<file path="src/rtl/core/hpw_pkg.sv">
// ----------------------------------------------------------------------------
// hpw_pkg
// Shared types, widths, register codes and saturation helper for the heading
// PID wheel speed block.
// ----------------------------------------------------------------------------
package hpw_pkg;

  localparam int ANGLE_BITS_DEF = 16;
  localparam int SUM_BITS_DEF   = 32;

  localparam int HEAD_W     = 16;
  localparam int SPEED_W    = 16;
  localparam int GAIN_W     = 24;
  localparam int SENS_W     = 16;
  localparam int CFG_IDX_W  = 8;
  localparam int CFG_DATA_W = 24;

  // shared multiplier: zero-extended gain times a signed operand
  localparam int MUL_A_W = GAIN_W + 1;
  localparam int MUL_B_W = 26;
  localparam int PROD_W  = MUL_A_W + MUL_B_W + 1;

  localparam int ACC_W      = 64;
  localparam int MAG_W      = 48;
  localparam int SLICE_W    = 24;
  localparam int IP_W       = MAG_W + SLICE_W;
  localparam int CLAMP_EXP  = 60;
  localparam int ICL_W      = CLAMP_EXP + 1;
  localparam int CORR_SHIFT = 24;
  localparam int SENS_SHIFT = 8;

  localparam logic [CFG_IDX_W-1:0] REG_GAIN_PROP  = CFG_IDX_W'(0);
  localparam logic [CFG_IDX_W-1:0] REG_GAIN_INTEG = CFG_IDX_W'(1);
  localparam logic [CFG_IDX_W-1:0] REG_GAIN_DERIV = CFG_IDX_W'(2);
  localparam logic [CFG_IDX_W-1:0] REG_STEER_SENS = CFG_IDX_W'(3);

  localparam logic [GAIN_W-1:0] GAIN_PROP_RST  = GAIN_W'(96510);
  localparam logic [GAIN_W-1:0] GAIN_INTEG_RST = GAIN_W'(40);
  localparam logic [GAIN_W-1:0] GAIN_DERIV_RST = GAIN_W'(14476);
  localparam logic [SENS_W-1:0] STEER_SENS_RST = SENS_W'(256);

  localparam logic signed [ACC_W-1:0] S16_MAX = ACC_W'(32767);
  localparam logic signed [ACC_W-1:0] S16_MIN = -ACC_W'(32768);

  typedef enum logic [3:0] {
    ST_IDLE,
    ST_ERR,
    ST_MUL_P,
    ST_MUL_D,
    ST_MUL_ILO,
    ST_MUL_IHI,
    ST_CLAMP,
    ST_ADD_I,
    ST_CORR,
    ST_MUL_S,
    ST_OUT
  } state_t;

  typedef struct packed {
    logic   cmd_ready;
    logic   out_load;
    logic   mul_en;
    state_t step;
  } seq_ctrl_t;

  typedef struct packed {
    logic [GAIN_W-1:0] gain_prop;
    logic [GAIN_W-1:0] gain_integ;
    logic [GAIN_W-1:0] gain_deriv;
    logic [SENS_W-1:0] steer_sens;
  } cfg_regs_t;

  function automatic logic signed [SPEED_W-1:0] sat16(input logic signed [ACC_W-1:0] v);
    logic signed [SPEED_W-1:0] r;
    if (v > S16_MAX) begin
      r = SPEED_W'(S16_MAX);
    end else if (v < S16_MIN) begin
      r = SPEED_W'(S16_MIN);
    end else begin
      r = SPEED_W'(v);
    end
    return r;
  endfunction

endpackage

</file>
<file path="src/rtl/core/hpw_ifs.sv">
// ----------------------------------------------------------------------------
// hpw channel interfaces
// Command, result and configuration write channels, valid/ready handshake.
// ----------------------------------------------------------------------------
interface hpw_cmd_if;
  logic                              valid;
  logic                              ready;
  logic                              kind;
  logic        [hpw_pkg::HEAD_W-1:0] target_heading;
  logic        [hpw_pkg::HEAD_W-1:0] measured_heading;
  logic signed [hpw_pkg::SPEED_W-1:0] cruise_speed;

  modport source (output valid, kind, target_heading, measured_heading, cruise_speed,
                  input ready);
  modport sink   (input valid, kind, target_heading, measured_heading, cruise_speed,
                  output ready);
endinterface

interface hpw_res_if;
  logic                               valid;
  logic                               ready;
  logic signed [hpw_pkg::SPEED_W-1:0] left_speed;
  logic signed [hpw_pkg::SPEED_W-1:0] right_speed;
  logic signed [hpw_pkg::SPEED_W-1:0] correction;
  logic signed [hpw_pkg::HEAD_W-1:0]  heading_error;

  modport source (output valid, left_speed, right_speed, correction, heading_error,
                  input ready);
  modport sink   (input valid, left_speed, right_speed, correction, heading_error,
                  output ready);
endinterface

interface hpw_cfg_if;
  logic                              valid;
  logic                              ready;
  logic [hpw_pkg::CFG_IDX_W-1:0]     index;
  logic [hpw_pkg::CFG_DATA_W-1:0]    data;

  modport source (output valid, index, data, input ready);
  modport sink   (input valid, index, data, output ready);
endinterface

</file>
<file path="src/rtl/core/hpw_cfg_regs.sv">
// ----------------------------------------------------------------------------
// hpw_cfg_regs
// Gain and steering sensitivity registers behind the configuration channel.
// ----------------------------------------------------------------------------
module hpw_cfg_regs (
  input  logic               clk,
  input  logic               rst,
  hpw_cfg_if.sink            cfg,
  output hpw_pkg::cfg_regs_t regs
);

  assign cfg.ready = 1'b1;

  always_ff @(posedge clk) begin
    if (rst) begin
      regs.gain_prop  <= hpw_pkg::GAIN_PROP_RST;
      regs.gain_integ <= hpw_pkg::GAIN_INTEG_RST;
      regs.gain_deriv <= hpw_pkg::GAIN_DERIV_RST;
      regs.steer_sens <= hpw_pkg::STEER_SENS_RST;
    end else if (cfg.valid) begin
      case (cfg.index)
        hpw_pkg::REG_GAIN_PROP:  regs.gain_prop  <= cfg.data;
        hpw_pkg::REG_GAIN_INTEG: regs.gain_integ <= cfg.data;
        hpw_pkg::REG_GAIN_DERIV: regs.gain_deriv <= cfg.data;
        hpw_pkg::REG_STEER_SENS: regs.steer_sens <= cfg.data[hpw_pkg::SENS_W-1:0];
        default: ; // unknown index: drop the write
      endcase
    end
  end

endmodule

</file>
<file path="src/rtl/core/hpw_mul.sv">
// ----------------------------------------------------------------------------
// hpw_mul
// Shared signed multiplier with registered product; holds when not enabled.
// ----------------------------------------------------------------------------
module hpw_mul (
  input  logic                                clk,
  input  logic                                en,
  input  logic signed [hpw_pkg::MUL_A_W-1:0]  a,
  input  logic signed [hpw_pkg::MUL_B_W-1:0]  b,
  output logic signed [hpw_pkg::PROD_W-1:0]   prod
);

  always_ff @(posedge clk) begin
    if (en) begin
      prod <= hpw_pkg::PROD_W'(a) * hpw_pkg::PROD_W'(b);
    end
  end

endmodule

</file>
<file path="src/rtl/core/hpw_seq.sv">
// ----------------------------------------------------------------------------
// hpw_seq
// Step sequencer: walks one update through error, products, clamp and output.
// ----------------------------------------------------------------------------
module hpw_seq (
  input  logic               clk,
  input  logic               rst,
  input  logic               cmd_valid,
  input  logic               cmd_kind,
  input  logic               out_busy,
  output hpw_pkg::seq_ctrl_t ctrl
);

  hpw_pkg::state_t state;
  hpw_pkg::state_t state_next;

  always_ff @(posedge clk) begin
    if (rst) begin
      state <= hpw_pkg::ST_IDLE;
    end else begin
      state <= state_next;
    end
  end

  always_comb begin
    state_next     = state;
    ctrl.cmd_ready = 1'b0;
    ctrl.out_load  = 1'b0;
    ctrl.mul_en    = 1'b0;
    ctrl.step      = state;
    case (state)
      hpw_pkg::ST_IDLE: begin
        ctrl.cmd_ready = 1'b1;
        // a clear transaction finishes here
        if (cmd_valid && !cmd_kind) state_next = hpw_pkg::ST_ERR;
      end
      hpw_pkg::ST_ERR:     state_next = hpw_pkg::ST_MUL_P;
      hpw_pkg::ST_MUL_P: begin
        ctrl.mul_en = 1'b1;
        state_next  = hpw_pkg::ST_MUL_D;
      end
      hpw_pkg::ST_MUL_D: begin
        ctrl.mul_en = 1'b1;
        state_next  = hpw_pkg::ST_MUL_ILO;
      end
      hpw_pkg::ST_MUL_ILO: begin
        ctrl.mul_en = 1'b1;
        state_next  = hpw_pkg::ST_MUL_IHI;
      end
      hpw_pkg::ST_MUL_IHI: begin
        ctrl.mul_en = 1'b1;
        state_next  = hpw_pkg::ST_CLAMP;
      end
      hpw_pkg::ST_CLAMP:   state_next = hpw_pkg::ST_ADD_I;
      hpw_pkg::ST_ADD_I:   state_next = hpw_pkg::ST_CORR;
      hpw_pkg::ST_CORR:    state_next = hpw_pkg::ST_MUL_S;
      hpw_pkg::ST_MUL_S: begin
        ctrl.mul_en = 1'b1;
        state_next  = hpw_pkg::ST_OUT;
      end
      hpw_pkg::ST_OUT: begin
        // hold until the output register is free
        if (!out_busy) begin
          ctrl.out_load = 1'b1;
          state_next    = hpw_pkg::ST_IDLE;
        end
      end
      default: state_next = hpw_pkg::ST_IDLE;
    endcase
  end

endmodule

</file>
<file path="src/rtl/core/heading_pid_wheel_speeds.sv">
// ----------------------------------------------------------------------------
// heading_pid_wheel_speeds
// Heading PID for a differential drive: wrapped heading error, saturating
// error sum, PID correction and left/right wheel speeds.
//
//   channel  dir  handshake     payload
//   cmd      in   valid/ready   kind, target_heading, measured_heading, cruise_speed
//   res      out  valid/ready   left_speed, right_speed, correction, heading_error
//   cfg      in   valid/ready   index, data (ready always high)
//
// An update runs from acceptance to the result register through the error
// step, five products issued in turn through one 25x26 multiplier and the
// clamp, sum and saturation steps; the next command is taken once the
// result is loaded. A clear transaction is taken in idle, gives no result.
// Synchronous reset zeroes the error sum and last error and reloads the gains.
// A waiting result sits in the output register; a new command is accepted
// meanwhile, and the final step holds while that register is still full.
// ----------------------------------------------------------------------------
module heading_pid_wheel_speeds #(
  parameter int ANGLE_BITS = hpw_pkg::ANGLE_BITS_DEF,
  parameter int SUM_BITS   = hpw_pkg::SUM_BITS_DEF
) (
  input  logic       clk,
  input  logic       rst,
  hpw_cmd_if.sink    cmd,
  hpw_res_if.source  res,
  hpw_cfg_if.sink    cfg
);

  localparam int SW = ((SUM_BITS > ANGLE_BITS) ? SUM_BITS : ANGLE_BITS) + 1;
  localparam logic signed [SUM_BITS-1:0] SUM_MAX = {1'b0, {(SUM_BITS-1){1'b1}}};
  localparam logic signed [SUM_BITS-1:0] SUM_MIN = {1'b1, {(SUM_BITS-1){1'b0}}};
  localparam logic [hpw_pkg::IP_W-1:0] CLAMP_LIM =
    {{(hpw_pkg::IP_W-hpw_pkg::ICL_W){1'b0}}, 1'b1, {hpw_pkg::CLAMP_EXP{1'b0}}};

  hpw_pkg::cfg_regs_t regs;
  hpw_pkg::seq_ctrl_t ctrl;

  logic        [ANGLE_BITS-1:0]           tgt_r;
  logic        [ANGLE_BITS-1:0]           meas_r;
  logic signed [hpw_pkg::SPEED_W-1:0]     base_r;
  logic signed [ANGLE_BITS-1:0]           err_r;
  logic signed [ANGLE_BITS:0]             deriv_r;
  logic signed [ANGLE_BITS-1:0]           last_error;
  logic signed [SUM_BITS-1:0]             error_sum;
  logic                                   sum_neg;
  logic        [hpw_pkg::MAG_W-1:0]       mag_r;
  logic signed [hpw_pkg::ACC_W-1:0]       acc;
  logic        [hpw_pkg::MAG_W-1:0]       ip_lo;
  logic        [hpw_pkg::ICL_W-1:0]       icl;
  logic signed [hpw_pkg::SPEED_W-1:0]     corr_r;
  logic                                   res_valid;
  logic signed [hpw_pkg::SPEED_W-1:0]     left_r;
  logic signed [hpw_pkg::SPEED_W-1:0]     right_r;
  logic signed [hpw_pkg::SPEED_W-1:0]     corr_out;
  logic signed [hpw_pkg::HEAD_W-1:0]      herr_out;

  logic signed [hpw_pkg::MUL_A_W-1:0]     mul_a;
  logic signed [hpw_pkg::MUL_B_W-1:0]     mul_b;
  logic signed [hpw_pkg::PROD_W-1:0]      prod;

  logic        [ANGLE_BITS-1:0]           diff;
  logic signed [ANGLE_BITS-1:0]           err_c;
  logic signed [SW-1:0]                   sum_wide;
  logic signed [SUM_BITS-1:0]             sum_next;
  logic signed [hpw_pkg::MAG_W:0]         sum_x;
  logic signed [hpw_pkg::MAG_W:0]         mag_c;
  logic        [hpw_pkg::IP_W-1:0]        ip_full;
  logic signed [hpw_pkg::PROD_W-1:0]      scaled;
  logic                                   cmd_fire;
  logic                                   out_busy;

  hpw_cfg_regs u_cfg_regs (
    .clk  (clk),
    .rst  (rst),
    .cfg  (cfg),
    .regs (regs)
  );

  hpw_seq u_seq (
    .clk       (clk),
    .rst       (rst),
    .cmd_valid (cmd.valid),
    .cmd_kind  (cmd.kind),
    .out_busy  (out_busy),
    .ctrl      (ctrl)
  );

  hpw_mul u_mul (
    .clk  (clk),
    .en   (ctrl.mul_en),
    .a    (mul_a),
    .b    (mul_b),
    .prod (prod)
  );

  assign cmd.ready = ctrl.cmd_ready;
  assign cmd_fire  = cmd.valid && ctrl.cmd_ready;
  assign out_busy  = res_valid && !res.ready;

  // wrapped error: two's complement view of the modular difference
  assign diff     = meas_r - tgt_r;
  assign err_c    = $signed(diff);
  assign sum_wide = SW'(error_sum) + SW'(err_c);
  assign sum_x    = (hpw_pkg::MAG_W+1)'(error_sum);
  assign mag_c    = error_sum[SUM_BITS-1] ? -sum_x : sum_x;
  assign ip_full  = {prod[hpw_pkg::MAG_W-1:0], {hpw_pkg::SLICE_W{1'b0}}}
                  + hpw_pkg::IP_W'(ip_lo);
  assign scaled   = prod >>> hpw_pkg::SENS_SHIFT;

  always_comb begin
    if (sum_wide > SW'(SUM_MAX)) begin
      sum_next = SUM_MAX;
    end else if (sum_wide < SW'(SUM_MIN)) begin
      sum_next = SUM_MIN;
    end else begin
      sum_next = SUM_BITS'(sum_wide);
    end
  end

  always_comb begin
    mul_a = '0;
    mul_b = '0;
    case (ctrl.step)
      hpw_pkg::ST_MUL_P: begin
        mul_a = $signed(hpw_pkg::MUL_A_W'(regs.gain_prop));
        mul_b = hpw_pkg::MUL_B_W'(err_r);
      end
      hpw_pkg::ST_MUL_D: begin
        mul_a = $signed(hpw_pkg::MUL_A_W'(regs.gain_deriv));
        mul_b = hpw_pkg::MUL_B_W'(deriv_r);
      end
      hpw_pkg::ST_MUL_ILO: begin
        mul_a = $signed(hpw_pkg::MUL_A_W'(regs.gain_integ));
        mul_b = $signed(hpw_pkg::MUL_B_W'(mag_r[hpw_pkg::SLICE_W-1:0]));
      end
      hpw_pkg::ST_MUL_IHI: begin
        mul_a = $signed(hpw_pkg::MUL_A_W'(regs.gain_integ));
        mul_b = $signed(hpw_pkg::MUL_B_W'(mag_r[hpw_pkg::MAG_W-1:hpw_pkg::SLICE_W]));
      end
      hpw_pkg::ST_MUL_S: begin
        mul_a = $signed(hpw_pkg::MUL_A_W'(regs.steer_sens));
        mul_b = hpw_pkg::MUL_B_W'(corr_r);
      end
      default: ;
    endcase
  end

  // controller state
  always_ff @(posedge clk) begin
    if (rst) begin
      last_error <= '0;
      error_sum  <= '0;
    end else if (cmd_fire && cmd.kind) begin
      last_error <= '0;
      error_sum  <= '0;
    end else if (ctrl.step == hpw_pkg::ST_ERR) begin
      last_error <= err_c;
      error_sum  <= sum_next;
    end
  end

  // working registers
  always_ff @(posedge clk) begin
    if (cmd_fire) begin
      tgt_r  <= ANGLE_BITS'(cmd.target_heading);
      meas_r <= ANGLE_BITS'(cmd.measured_heading);
      base_r <= cmd.cruise_speed;
    end
    case (ctrl.step)
      hpw_pkg::ST_ERR: begin
        err_r   <= err_c;
        deriv_r <= (ANGLE_BITS+1)'(err_c) - (ANGLE_BITS+1)'(last_error);
      end
      hpw_pkg::ST_MUL_P: begin
        sum_neg <= error_sum[SUM_BITS-1];
        mag_r   <= hpw_pkg::MAG_W'(mag_c);
      end
      hpw_pkg::ST_MUL_D:   acc   <= hpw_pkg::ACC_W'(prod);
      hpw_pkg::ST_MUL_ILO: acc   <= acc + hpw_pkg::ACC_W'(prod);
      hpw_pkg::ST_MUL_IHI: ip_lo <= prod[hpw_pkg::MAG_W-1:0];
      hpw_pkg::ST_CLAMP: begin
        icl <= (ip_full > CLAMP_LIM) ? CLAMP_LIM[hpw_pkg::ICL_W-1:0]
                                     : ip_full[hpw_pkg::ICL_W-1:0];
      end
      hpw_pkg::ST_ADD_I: begin
        if (sum_neg) begin
          acc <= acc - $signed(hpw_pkg::ACC_W'(icl));
        end else begin
          acc <= acc + $signed(hpw_pkg::ACC_W'(icl));
        end
      end
      hpw_pkg::ST_CORR: corr_r <= hpw_pkg::sat16(acc >>> hpw_pkg::CORR_SHIFT);
      default: ;
    endcase
  end

  // output register
  always_ff @(posedge clk) begin
    if (rst) begin
      res_valid <= 1'b0;
    end else if (ctrl.out_load) begin
      res_valid <= 1'b1;
    end else if (res.ready) begin
      res_valid <= 1'b0;
    end
  end

  always_ff @(posedge clk) begin
    if (ctrl.out_load) begin
      left_r   <= hpw_pkg::sat16(hpw_pkg::ACC_W'(base_r) + hpw_pkg::ACC_W'(scaled));
      right_r  <= hpw_pkg::sat16(hpw_pkg::ACC_W'(base_r) - hpw_pkg::ACC_W'(scaled));
      corr_out <= corr_r;
      herr_out <= hpw_pkg::sat16(hpw_pkg::ACC_W'(err_r));
    end
  end

  assign res.valid         = res_valid;
  assign res.left_speed    = left_r;
  assign res.right_speed   = right_r;
  assign res.correction    = corr_out;
  assign res.heading_error = herr_out;

endmodule

</file>
<file path="src/flat_wrapper.sv">
// flat-port wrapper written by rule: the top's interface ports become plain ports
module heading_pid_wheel_speeds_flat 
#(
  parameter int ANGLE_BITS = hpw_pkg::ANGLE_BITS_DEF,
  parameter int SUM_BITS   = hpw_pkg::SUM_BITS_DEF
)
  (clk, rst, cmd_valid, cmd_kind, cmd_target_heading, cmd_measured_heading, cmd_cruise_speed, cmd_ready, res_valid, res_left_speed, res_right_speed, res_correction, res_heading_error, res_ready, cfg_valid, cfg_index, cfg_data, cfg_ready);
  hpw_cmd_if cmd_i ();
  hpw_res_if res_i ();
  hpw_cfg_if cfg_i ();
  input  logic clk;
  input  logic rst;
  input wire logic [$bits(cmd_i.valid)-1:0] cmd_valid;
  input wire logic [$bits(cmd_i.kind)-1:0] cmd_kind;
  input wire logic [$bits(cmd_i.target_heading)-1:0] cmd_target_heading;
  input wire logic [$bits(cmd_i.measured_heading)-1:0] cmd_measured_heading;
  input wire logic [$bits(cmd_i.cruise_speed)-1:0] cmd_cruise_speed;
  output wire logic [$bits(cmd_i.ready)-1:0] cmd_ready;
  output wire logic [$bits(res_i.valid)-1:0] res_valid;
  output wire logic [$bits(res_i.left_speed)-1:0] res_left_speed;
  output wire logic [$bits(res_i.right_speed)-1:0] res_right_speed;
  output wire logic [$bits(res_i.correction)-1:0] res_correction;
  output wire logic [$bits(res_i.heading_error)-1:0] res_heading_error;
  input wire logic [$bits(res_i.ready)-1:0] res_ready;
  input wire logic [$bits(cfg_i.valid)-1:0] cfg_valid;
  input wire logic [$bits(cfg_i.index)-1:0] cfg_index;
  input wire logic [$bits(cfg_i.data)-1:0] cfg_data;
  output wire logic [$bits(cfg_i.ready)-1:0] cfg_ready;
  assign cmd_i.valid = cmd_valid;
  assign cmd_i.kind = cmd_kind;
  assign cmd_i.target_heading = cmd_target_heading;
  assign cmd_i.measured_heading = cmd_measured_heading;
  assign cmd_i.cruise_speed = cmd_cruise_speed;
  assign cmd_ready = cmd_i.ready;
  assign res_valid = res_i.valid;
  assign res_left_speed = res_i.left_speed;
  assign res_right_speed = res_i.right_speed;
  assign res_correction = res_i.correction;
  assign res_heading_error = res_i.heading_error;
  assign res_i.ready = res_ready;
  assign cfg_i.valid = cfg_valid;
  assign cfg_i.index = cfg_index;
  assign cfg_i.data = cfg_data;
  assign cfg_ready = cfg_i.ready;
  heading_pid_wheel_speeds #(.ANGLE_BITS(ANGLE_BITS), .SUM_BITS(SUM_BITS)) u_core (.clk(clk), .rst(rst), .cmd(cmd_i), .res(res_i), .cfg(cfg_i));
endmodule
</file>
<file path="config.mk">
export PLATFORM = sky130hd
export DESIGN_NAME = heading_pid_wheel_speeds_flat
export DESIGN_NICKNAME = d
export VERILOG_FILES = /design/src/rtl/core/hpw_pkg.sv /design/src/rtl/core/hpw_ifs.sv /design/src/rtl/core/hpw_cfg_regs.sv /design/src/rtl/core/hpw_mul.sv /design/src/rtl/core/hpw_seq.sv /design/src/rtl/core/heading_pid_wheel_speeds.sv /design/src/flat_wrapper.sv
export SDC_FILE = /design/constraint.sdc
export NUM_CORES = 2
export LEC_CHECK = 0
export ABC_AREA = 0
export ABC_CLOCK_PERIOD_IN_PS = 23000
export BUFFER_PORTS_ARGS = -buffer_cell sky130_fd_sc_hd__buf_2
export CAP_MARGIN = 20
export CORE_ASPECT_RATIO = 0.8
export CORE_UTILIZATION = 65
export DETAILED_ROUTE_END_ITERATION = 10
export PLACE_DENSITY = 0.88
export SLEW_MARGIN = 20
export SYNTH_ARGS = -nofsm -noshare
export SYNTH_HDL_FRONTEND = slang
export SYNTH_HIERARCHICAL = 1
export SYNTH_SLANG_ARGS = --single-unit
export TNS_END_PERCENT = 10
</file>
<file path="constraint.sdc">
create_clock -name clk -period 23 [get_ports clk]
set_input_delay 2.3 -clock clk [delete_from_list [all_inputs] [get_ports clk]]
set_output_delay 2.3 -clock clk [all_outputs]
set_load 0.005 [all_outputs]
</file>
==> impl_metrics.toml <==
[clock_tree]
cts_num_sinks = 575
cts_buffers = 59
clk_pin_slew_worst_paths_ns = 0.07
cts_tree = "built"
cts-root-buf = "clkbuf_16"
clockBufferDepth = 3
cts_setup_buffers = 0
cts_resized = 0
hold_buffers = 0
htreeDepth = 2
insertion_delay_ns = 0.68

[synth]
syn_avg_cell_area_um2 = 9.181
ys_seq_area_share_pct = 25.33
netlist_area_um2 = 62590
ys_seq_elements = 575
yosys.area.top_type = "fa_1"
synth_edf_count = 434
ys.flop_type = "edfxtp_1"
synthTopCellsByArea = "fa_1 (22%), edfxtp_1 (21%), ha_1 (7.7%), inv_1 (5.4%), dfxtp_1 (4.5%)"
synth_top_area_share_pct = 22.01
postSynthCellCount = 6817
ys.warnings.count = 6
async_flop_share_pct = 0
synth.distinct_cells = 108
synth_common_cells = "inv_1 (907), fa_1 (688), nand2_1 (635), nor2_1 (436), edfxtp_1 (434)"
synthMostInstantiatedCell = "inv_1"

[setup_path]
critical_path_arrival_ns = 11.42
critPathLaunch = "u_core/u_seq/state[1]"
cp_max_fo = 46
reg2reg_from = "u_core/u_seq/state[1]"
worstPathRequired_ns = 23.41
endpoint_kind = "flop"
startpoint_type = "flop"
worstSetupPathType = "reg -> reg"

[finish]
nNetsFinal = 7973
final_util_pct = 69.92
nFillCells = 6994
fin_area_um2 = 66530
final_layout_size_suffix_gt1_share_pct = 6.208
area_delta_synth_final_pct = 6.308

[placed_design]
detailed_place.area_um2 = 64430
hpwl_um = 137700
port_buffers = 151
place_congestion = 0.9925

[pwr]
total_power_mw = 3.159
ir_worst_vdd_mv = 0.08216
power.density_nw_per_um2 = 47.48
p_leak_nw = 30.05

[timing]
fin_tns_setup_ns = 0
worst_pin_slew_ns = 1.177
min_period_over_period_pct = 47.86
max_freq_mhz = 90.85
rsz0062_at_grt = "no"
hold_violations = 0
setup_violations = 0
slew_headroom_pct = 21.53
fin_worst_skew_ns = 0.04760
maxSlewViolCount = 0
whs_ns = 0.4539
period_minus_slack_ns = 11.01

[detailed_routing]
vias = 51680
drtAntennaViolNets = 0
drc = 0
drtPass1Iterations = 6
routedWlPerCell_um = 22.13
drt_iter0_drc = 6251
routed_wl_um = 180400
via_per_inst = 6.341

[worst_hold_path]
hp-start = "u_core/last_error[14]"
hp-class = "reg -> reg"

[die]
die_width_um = 348.9
initial_utilization_pct = 65.77
fp.dieH_um = 279.5
die_area_um2 = 97540
num_rows = 101
coreArea_um2 = 95160
ios = 153

[grt]
grt_pass1_vias = 51150
grt_use_met2_pct = 56.72
grt.total_usage_pct = 36.98
use_met3_pct = 7.895
grt_pass1_wl_um = 283000
use_met1_pct = 51.75
grt.busiest_layer = "met2"
grt_max_degree = 126
antenna_found_initial = 3
overflow = 0

[run_status]
status = "finished clean"

[job]
drv_cap = 0
[cell usage in the layout (no fill, tap or decap), drive strengths merged, types with 40 or more instances in the layout]
cell    instances
nor3           97
edfxtp        434
a21oi         421
and2          332
fa            688
inv           912
o31ai          53
nand4          59
nor2b          51
xor2           96
mux2i          96
clkbuf         72
buf           232
nor2          436
nand3         105
nor4           66
nand2         635
o21ai         314
a22oi          73
a211oi         45
a21o          113
dfxtp         141
ha            387
xnor2         296
nand2b        154
o21a           40
a31oi          57
[registers in the layout, indices dropped and copies added (netlist names), 17 cells and up]
| signal | cells |
|---|---|
| u_core/u_cfg_regs/regs | 88 |
| u_core/acc | 64 |
| u_core/icl | 61 |
| u_core/u_mul/prod | 51 |
| u_core/ip_lo | 48 |
| u_core/mag_r | 48 |
| u_core/error_sum | 32 |
| u_core/deriv_r | 17 |
[final timing paths]
kind                                 to  slack (ns)  cells after the start
hold reg to reg   u_core/last_error[14]        0.45                      2
hold / removal    u_core/last_error[14]        0.45                      2
setup / recovery  u_core/u_mul/prod[50]       11.99                     26
setup reg to reg  u_core/u_mul/prod[50]       11.99                     26
[cells by family (layout without fill, tap and decap cells)]
logic type               Yosys count  after routing  share of synthesized area (%)
AND/OR/NAND/NOR                 2101           2101                          16.67
AO/OA/AOI/OAI                   1340           1340                          13.54
buffers and inverters           1232           1253                          7.601
adder cells (fa/ha/maj)         1076           1076                          29.76
flip-flops                       575            575                          25.33
XOR/XNOR                         392            392                          5.486
multiplexers                      99             99                          1.589
other                              2             28                        0.01200
[worst max-delay path: stages (launching register included)]
cell,delay (ns)
dfxtp_1,0.71
nand2b_1,0.22
nor3_2,0.14
buf_4,0.50
buf_4,0.59
a22oi_1,0.13
nand2_1,0.82
nand2_1,0.23
inv_1,0.19
fa_1,0.49
fa_1,0.87
inv_1,0.19
fa_1,0.53
inv_1,0.52
fa_1,0.53
fa_1,0.48
fa_1,0.54
inv_1,0.06
fa_1,0.52
inv_1,0.04
ha_1,0.42
nand3_1,0.20
a2111oi_0,0.73
o31ai_2,0.20
a21oi_1,0.40
o221ai_1,0.22
xnor2_1,0.18
[metal layers]
metal | vias to the layer above | share of wire, %
met1 | 25110 | 40
met3 | 511 | 12
li1 | 22780 | -
met5 | - | 0
met2 | 3288 | 44
met4 | 0 | 4.2
[per-stage QoR]
step | worst slack [ns] | instances
floorplan | 13.72 | 6841
global placement | 12.52 | 8036
detailed placement | 12.15 | 8036
CTS | 12.08 | 8147
global route | 11.40 | 8149
finish | 11.99 | 8151
[final cells by class]
class                           instances  area (µm²)  area share, %
Multi-Input combinational cell       5034       42210          63.45
Sequential cell                       575       15860          23.83
Inverter                              910        3416          5.134
Tap cell                             1287        1610          2.420
Clock buffer                           72        1569          2.358
Timing Repair Buffer                  232        1381          2.076
Clock inverter                         39       480.5         0.7221
Antenna cell                            2       5.005       0.007522
[where the power goes]
part           switching, mW  total, mW  internal [mW]
logic                  0.590      0.918          0.328
registers             0.0405       1.21           1.17
clock network          0.456       1.03          0.573
No activity file was read; power rests on OpenSTA's default activity.
